### config.mk
export PLATFORM = sky130hd
export DESIGN_NAME = sacl_ctrl
export DESIGN_NICKNAME = d
export VERILOG_FILES = /design/src/sacl_pkg.sv /design/src/sacl_ctrl.sv
export SDC_FILE = /design/constraint.sdc
export NUM_CORES = 1
export LEC_CHECK = 0
export BUFFER_PORTS_ARGS = -buffer_cell sky130_fd_sc_hd__buf_2
export CORE_AREA = 2 2 39 41
export DETAILED_ROUTE_END_ITERATION = 10
export DIE_AREA = 0 0 41 43
export PLACE_DENSITY = 0.4
export RECOVER_POWER = 25
export SKIP_CTS_REPAIR_TIMING = 1
export SYNTH_ARGS = -nofsm -noshare
export SYNTH_HDL_FRONTEND = slang
export SYNTH_SLANG_ARGS = --single-unit
### constraint.sdc
create_clock -name clk -period 1.55 [get_ports clk]
set_clock_uncertainty 0.15 [all_clocks]
set_input_delay 0.3875 -clock clk [delete_from_list [all_inputs] [get_ports clk]]
set_output_delay 0.3875 -clock clk [all_outputs]
set_load 0.02 [all_outputs]
### src/sacl_pkg.sv
`default_nettype none
package sacl_pkg;

  localparam int MAX_SET_BITS = 6;
  localparam int MAX_WAYS     = 8;
  localparam int NUM_SETS     = 1 << MAX_SET_BITS;
  localparam int SET_W        = MAX_SET_BITS;
  localparam int ADDR_W       = 64;
  localparam int TAG_W        = 64;
  localparam int RANK_W       = 3;
  localparam int CNT_W        = 32;
  localparam int WAY_W        = (MAX_WAYS > 1) ? $clog2(MAX_WAYS) : 1;
  localparam int WAYS_W       = $clog2(MAX_WAYS + 1);
  localparam int SB_W         = 7;
  localparam logic [RANK_W-1:0] RANK_MAX = RANK_W'((1 << RANK_W) - 1);

  // Register widths
  localparam int SETB_W  = 3;
  localparam int BLKB_W  = 6;
  localparam int WAYSR_W = 4;

  localparam int PADDR_W = 4;
  localparam int PDATA_W = 32;

  typedef enum logic [1:0] {
    REG_SET_BITS    = 2'd0,
    REG_BLOCK_BITS  = 2'd1,
    REG_WAYS_IN_USE = 2'd2
  } reg_idx_t;

  localparam int OUT_DATA_W = 104;

  typedef struct packed {
    logic [SETB_W-1:0]  set_bits;
    logic [BLKB_W-1:0]  block_bits;
    logic [WAYSR_W-1:0] ways_in_use;
  } cfg_t;

  // One cache set, read and written back as a whole row
  typedef struct packed {
    logic [MAX_WAYS-1:0]              valid;
    logic [MAX_WAYS-1:0][RANK_W-1:0]  rank;
    logic [MAX_WAYS-1:0][TAG_W-1:0]   tag;
  } set_row_t;

  typedef enum logic [2:0] {
    ST_IDLE,
    ST_RD_A,
    ST_UPD_A,
    ST_RD_B,
    ST_UPD_B
  } ctrl_state_t;

  typedef struct packed {
    logic latch;   // capture a new input item
    logic rd;      // read the set row
    logic commit;  // write the row back, bump totals, load the result
    logic last;    // result closes the item
  } dp_cmd_t;

  typedef struct packed {
    logic modify;     // current item makes two accesses
    logic slot_free;  // output register can take a result
  } dp_stat_t;

endpackage
`default_nettype wire

### src/sacl_ctrl.sv
`default_nettype none
module sacl_ctrl (
  input  wire                   clk,
  input  wire                   rst_n,
  input  wire                   in_valid,
  output logic                  in_ready,
  input  sacl_pkg::dp_stat_t    stat,
  output sacl_pkg::dp_cmd_t     cmd
);

  sacl_pkg::ctrl_state_t state_r, state_nxt;

  always_ff @(posedge clk) begin
    if (!rst_n) begin
      state_r <= sacl_pkg::ST_IDLE;
    end else begin
      state_r <= state_nxt;
    end
  end

  always_comb begin
    state_nxt  = state_r;
    cmd        = '0;
    unique case (state_r)
      sacl_pkg::ST_IDLE: begin
        if (in_valid) begin
          cmd.latch = 1'b1;
          state_nxt = sacl_pkg::ST_RD_A;
        end
      end
      sacl_pkg::ST_RD_A: begin
        cmd.rd    = 1'b1;
        state_nxt = sacl_pkg::ST_UPD_A;
      end
      sacl_pkg::ST_UPD_A: begin
        if (stat.slot_free) begin
          cmd.commit = 1'b1;
          if (stat.modify) begin
            state_nxt = sacl_pkg::ST_RD_B;
          end else begin
            cmd.last = 1'b1;
            if (in_valid) begin
              cmd.latch = 1'b1;
              state_nxt = sacl_pkg::ST_RD_A;
            end else begin
              state_nxt = sacl_pkg::ST_IDLE;
            end
          end
        end
      end
      sacl_pkg::ST_RD_B: begin
        cmd.rd    = 1'b1;
        state_nxt = sacl_pkg::ST_UPD_B;
      end
      sacl_pkg::ST_UPD_B: begin
        if (stat.slot_free) begin
          cmd.commit = 1'b1;
          cmd.last   = 1'b1;
          if (in_valid) begin
            cmd.latch = 1'b1;
            state_nxt = sacl_pkg::ST_RD_A;
          end else begin
            state_nxt = sacl_pkg::ST_IDLE;
          end
        end
      end
      default: begin
        state_nxt = sacl_pkg::ST_IDLE;
      end
    endcase
  end

  assign in_ready = cmd.latch;

endmodule
`default_nettype wire

==> flow_summary.yaml <==
routing:
  wl_per_cell_um: 11.0
  ant_nets: 0
  wl_um: 702
  drt-initial-drc-count: 1
  firstDrtPassIters: 2
  viasPerCell: 4.20
  route.detailed.drc: 0
  vias: 269
floorplanning:
  design.core.area_sq_um: 1380
  die_width_um: 41
  die-area_sq_um: 1760
  io_pins: 10
  initial_utilization_pct: 17.5
  die_height_um: 43
  row_count: 14
final_layout:
  largest_register_ffs: 3
  diodes: 0
  fin_nets: 54
  drive_above_1_share_pct: 66.7
  final_util_pct: 34.5
  regMostFlops: "state_r"
  areaGrowthSynthToFinish_pct: 97.9
  reg_top3: "state_r (3)"
power_and_ir_drop:
  vdd_ir_drop_max_mv: 0.279
  p_seq_share_pct: 26.0
  power_density_nw_per_um2: 770
  switchingPower_w: 0.000110
  intPower_w: 0.000258
  power_leakage_nw: 0.207
  share_comb_of_total_power_pct: 36.4
  fin_total_pwr_w: 0.000368
  p_clk_share_pct: 37.6
  netSwitchingFraction_pct: 29.8
clock_network:
  h-tree-depth: 1
  cts-buffers-inserted: 3
  root_buffer: "clkbuf_4"
  clock_path_buffers: 2
  clock-sinks: 3
  cts.clk_slew.worst_paths_ps: 40
  tritoncts: "yes"
  clk_latency_ps: 230
synth:
  netlist_area_sq_um: 241
  yosysSeqAreaShare_pct: 24.9
  synth_top_area_share_pct: 24.9
  synth-warning-count: 0
  syn_nets: 33
  syn_inst: 28
  synthTopCellsByCount: "a21oi_1 (4), nand2b_1 (4), dfxtp_1 (3)"
  synth-main-ff-cell: "dfxtp_1"
  ys_async_sr_fraction_pct: 0
  yosys.area.top_type: "dfxtp_1"
  ys_seq_elements: 3
  synth.distinct_cells: 16
  avgSynthCellArea_sq_um: 8.62
  synth_edf_count: 0
  synthTopCellsByArea: "dfxtp_1 (25%), nand2b_1 (10%), a21oi_1 (8.3%)"
worst_setup_path:
  r2r-start: "state_r[1]"
  reg2reg_depth: 3
  crit_path_max_incr_delay_ps: 350
  cp_max_fo: 6
  cp-end-kind: "output port"
  r2r_end: "state_r[0]"
  crit_chain: "or2b_1, a211oi_4, buf_4"
  required_ps: 1010
  crit_path_start_kind: "flip-flop"
  worst-path-buf-inv: 1
  critPathSlowestCell: "dfxtp_4"
  setup.worst_path.start: "state_r[1]"
  reg2reg_slack_ps: 230
  cp_data_arrival_time_ps: 1250
  crit_type: "flip-flop to output port"
  critical-path-top-delay-family: "flip-flops"
min_path:
  hold_end: "state_r[1]"
  min_from: "rst_n"
  worstHoldPathCells: 3
  hold_path.class: "primary input to flip-flop"
global_routing:
  grt_first_pass_wirelength_um: 1080
  grtUsageMet2_pct: 14.4
  grt_busiest_layer: "met2"
  grt_start_max_net_pins: 8
  antenna_found_initial: 0
  grt_usage_pct: 9.42
  grtUsageMet1_pct: 10.5
  grtUsageMet3_pct: 1.57
  grt_pass1_vias: 280
  overflow: 0
sta:
  worst_pin_slew_ps: 236
  slew_headroom_pct: 84.1
  worst_slack_ps: -233
  timing.fmax_ghz: 0.561
  setup_viol: 4
  fin_crit_sh_pct: 115
  rsz0062_at_grt: "true"
  min_period_ps: 1780
  maxSlewViolCount: 0
  hold_viol: 0
placed_design:
  portBuffers: 9
  gp_congestion: 0.674
outcome:
  violations: "negative setup slack"
  status: "finished with violations"
job:
  cap_violations: 0
[placed cells by master, fill, tap and decap left out, types with 2 or more instances in the layout]
cell / synthesis / layout
nor4b_1: 2 / 2
buf_2: 0 / 3
buf_6: 0 / 5
nand2b_1: 4 / 2
buf_4: 2 / 10
dfxtp_2: 0 / 2
clkbuf_4: 0 / 3
nand2b_4: 1 / 3
or2b_1: 2 / 2
a21oi_1: 4 / 2
[power by group through the flow]
stage | clock, W | combinational (W) | sequential, W
2_1_floorplan | 0 | 0.0000800 | 0.0000936
3_3_place_gp | 0 | 0.000108 | 0.0000969
3_5_place_dp | 0 | 0.000110 | 0.0000971
4_1_cts | 0.000147 | 0.000111 | 0.0000959
5_1_grt | 0.000147 | 0.000144 | 0.0000974
6_report | 0.000138 | 0.000134 | 0.0000957
[per-stage QoR]
step	cells	instance area [sq um]	hold WS [ps]	setup WS, ps	TNS (ps)
3_5_place_dp	59	387	366	-235	-621
2_1_floorplan	28	284	360	-212	-254
3_3_place_gp	59	387	378	-230	-612
6_report	64	478	245	-233	-813
5_1_grt	64	478	260	-280	-976
4_1_cts	63	413	243	-274	-1100
[worst register-to-register path: cells and delay by family, from the launching register on]
family	cells	cell delay, ps
simple gates	1	220
flops	1	350
buf+inv	1	150
compound gates	1	350
[routing by layer]
layer	vias to the layer above	routed length (um)
met4	0	0
met1	123	307
met2	8	352
met5	-	0
li1	138	-
met3	0	43
[cell type report]
type | instances | area (sq um)
fill | 147 | 906
multi-input combinational | 22 | 215
timing repair buffer | 18 | 146
sequential | 3 | 66.3
clock buffer | 4 | 26.3
tap | 16 | 20.0
inverter | 1 | 3.75
[cells by family after synthesis]
logic type | Yosys count | share of synthesized area [%]
simple gates | 14 | 44.6
compound gates | 7 | 18.7
flops | 3 | 24.9
buf+inv | 3 | 7.77
mux | 1 | 4.15
[worst max-delay path by stage]
stage,endpoint,cells after the start
2_1_floorplan,cmd[3],4
3_3_place_gp,in_ready,5
3_5_place_dp,cmd[3],5
4_1_cts,cmd[0],3
5_1_grt,cmd[3],3
6_report,cmd[3],3
Note: power is estimated with default switching activity, not from simulation.
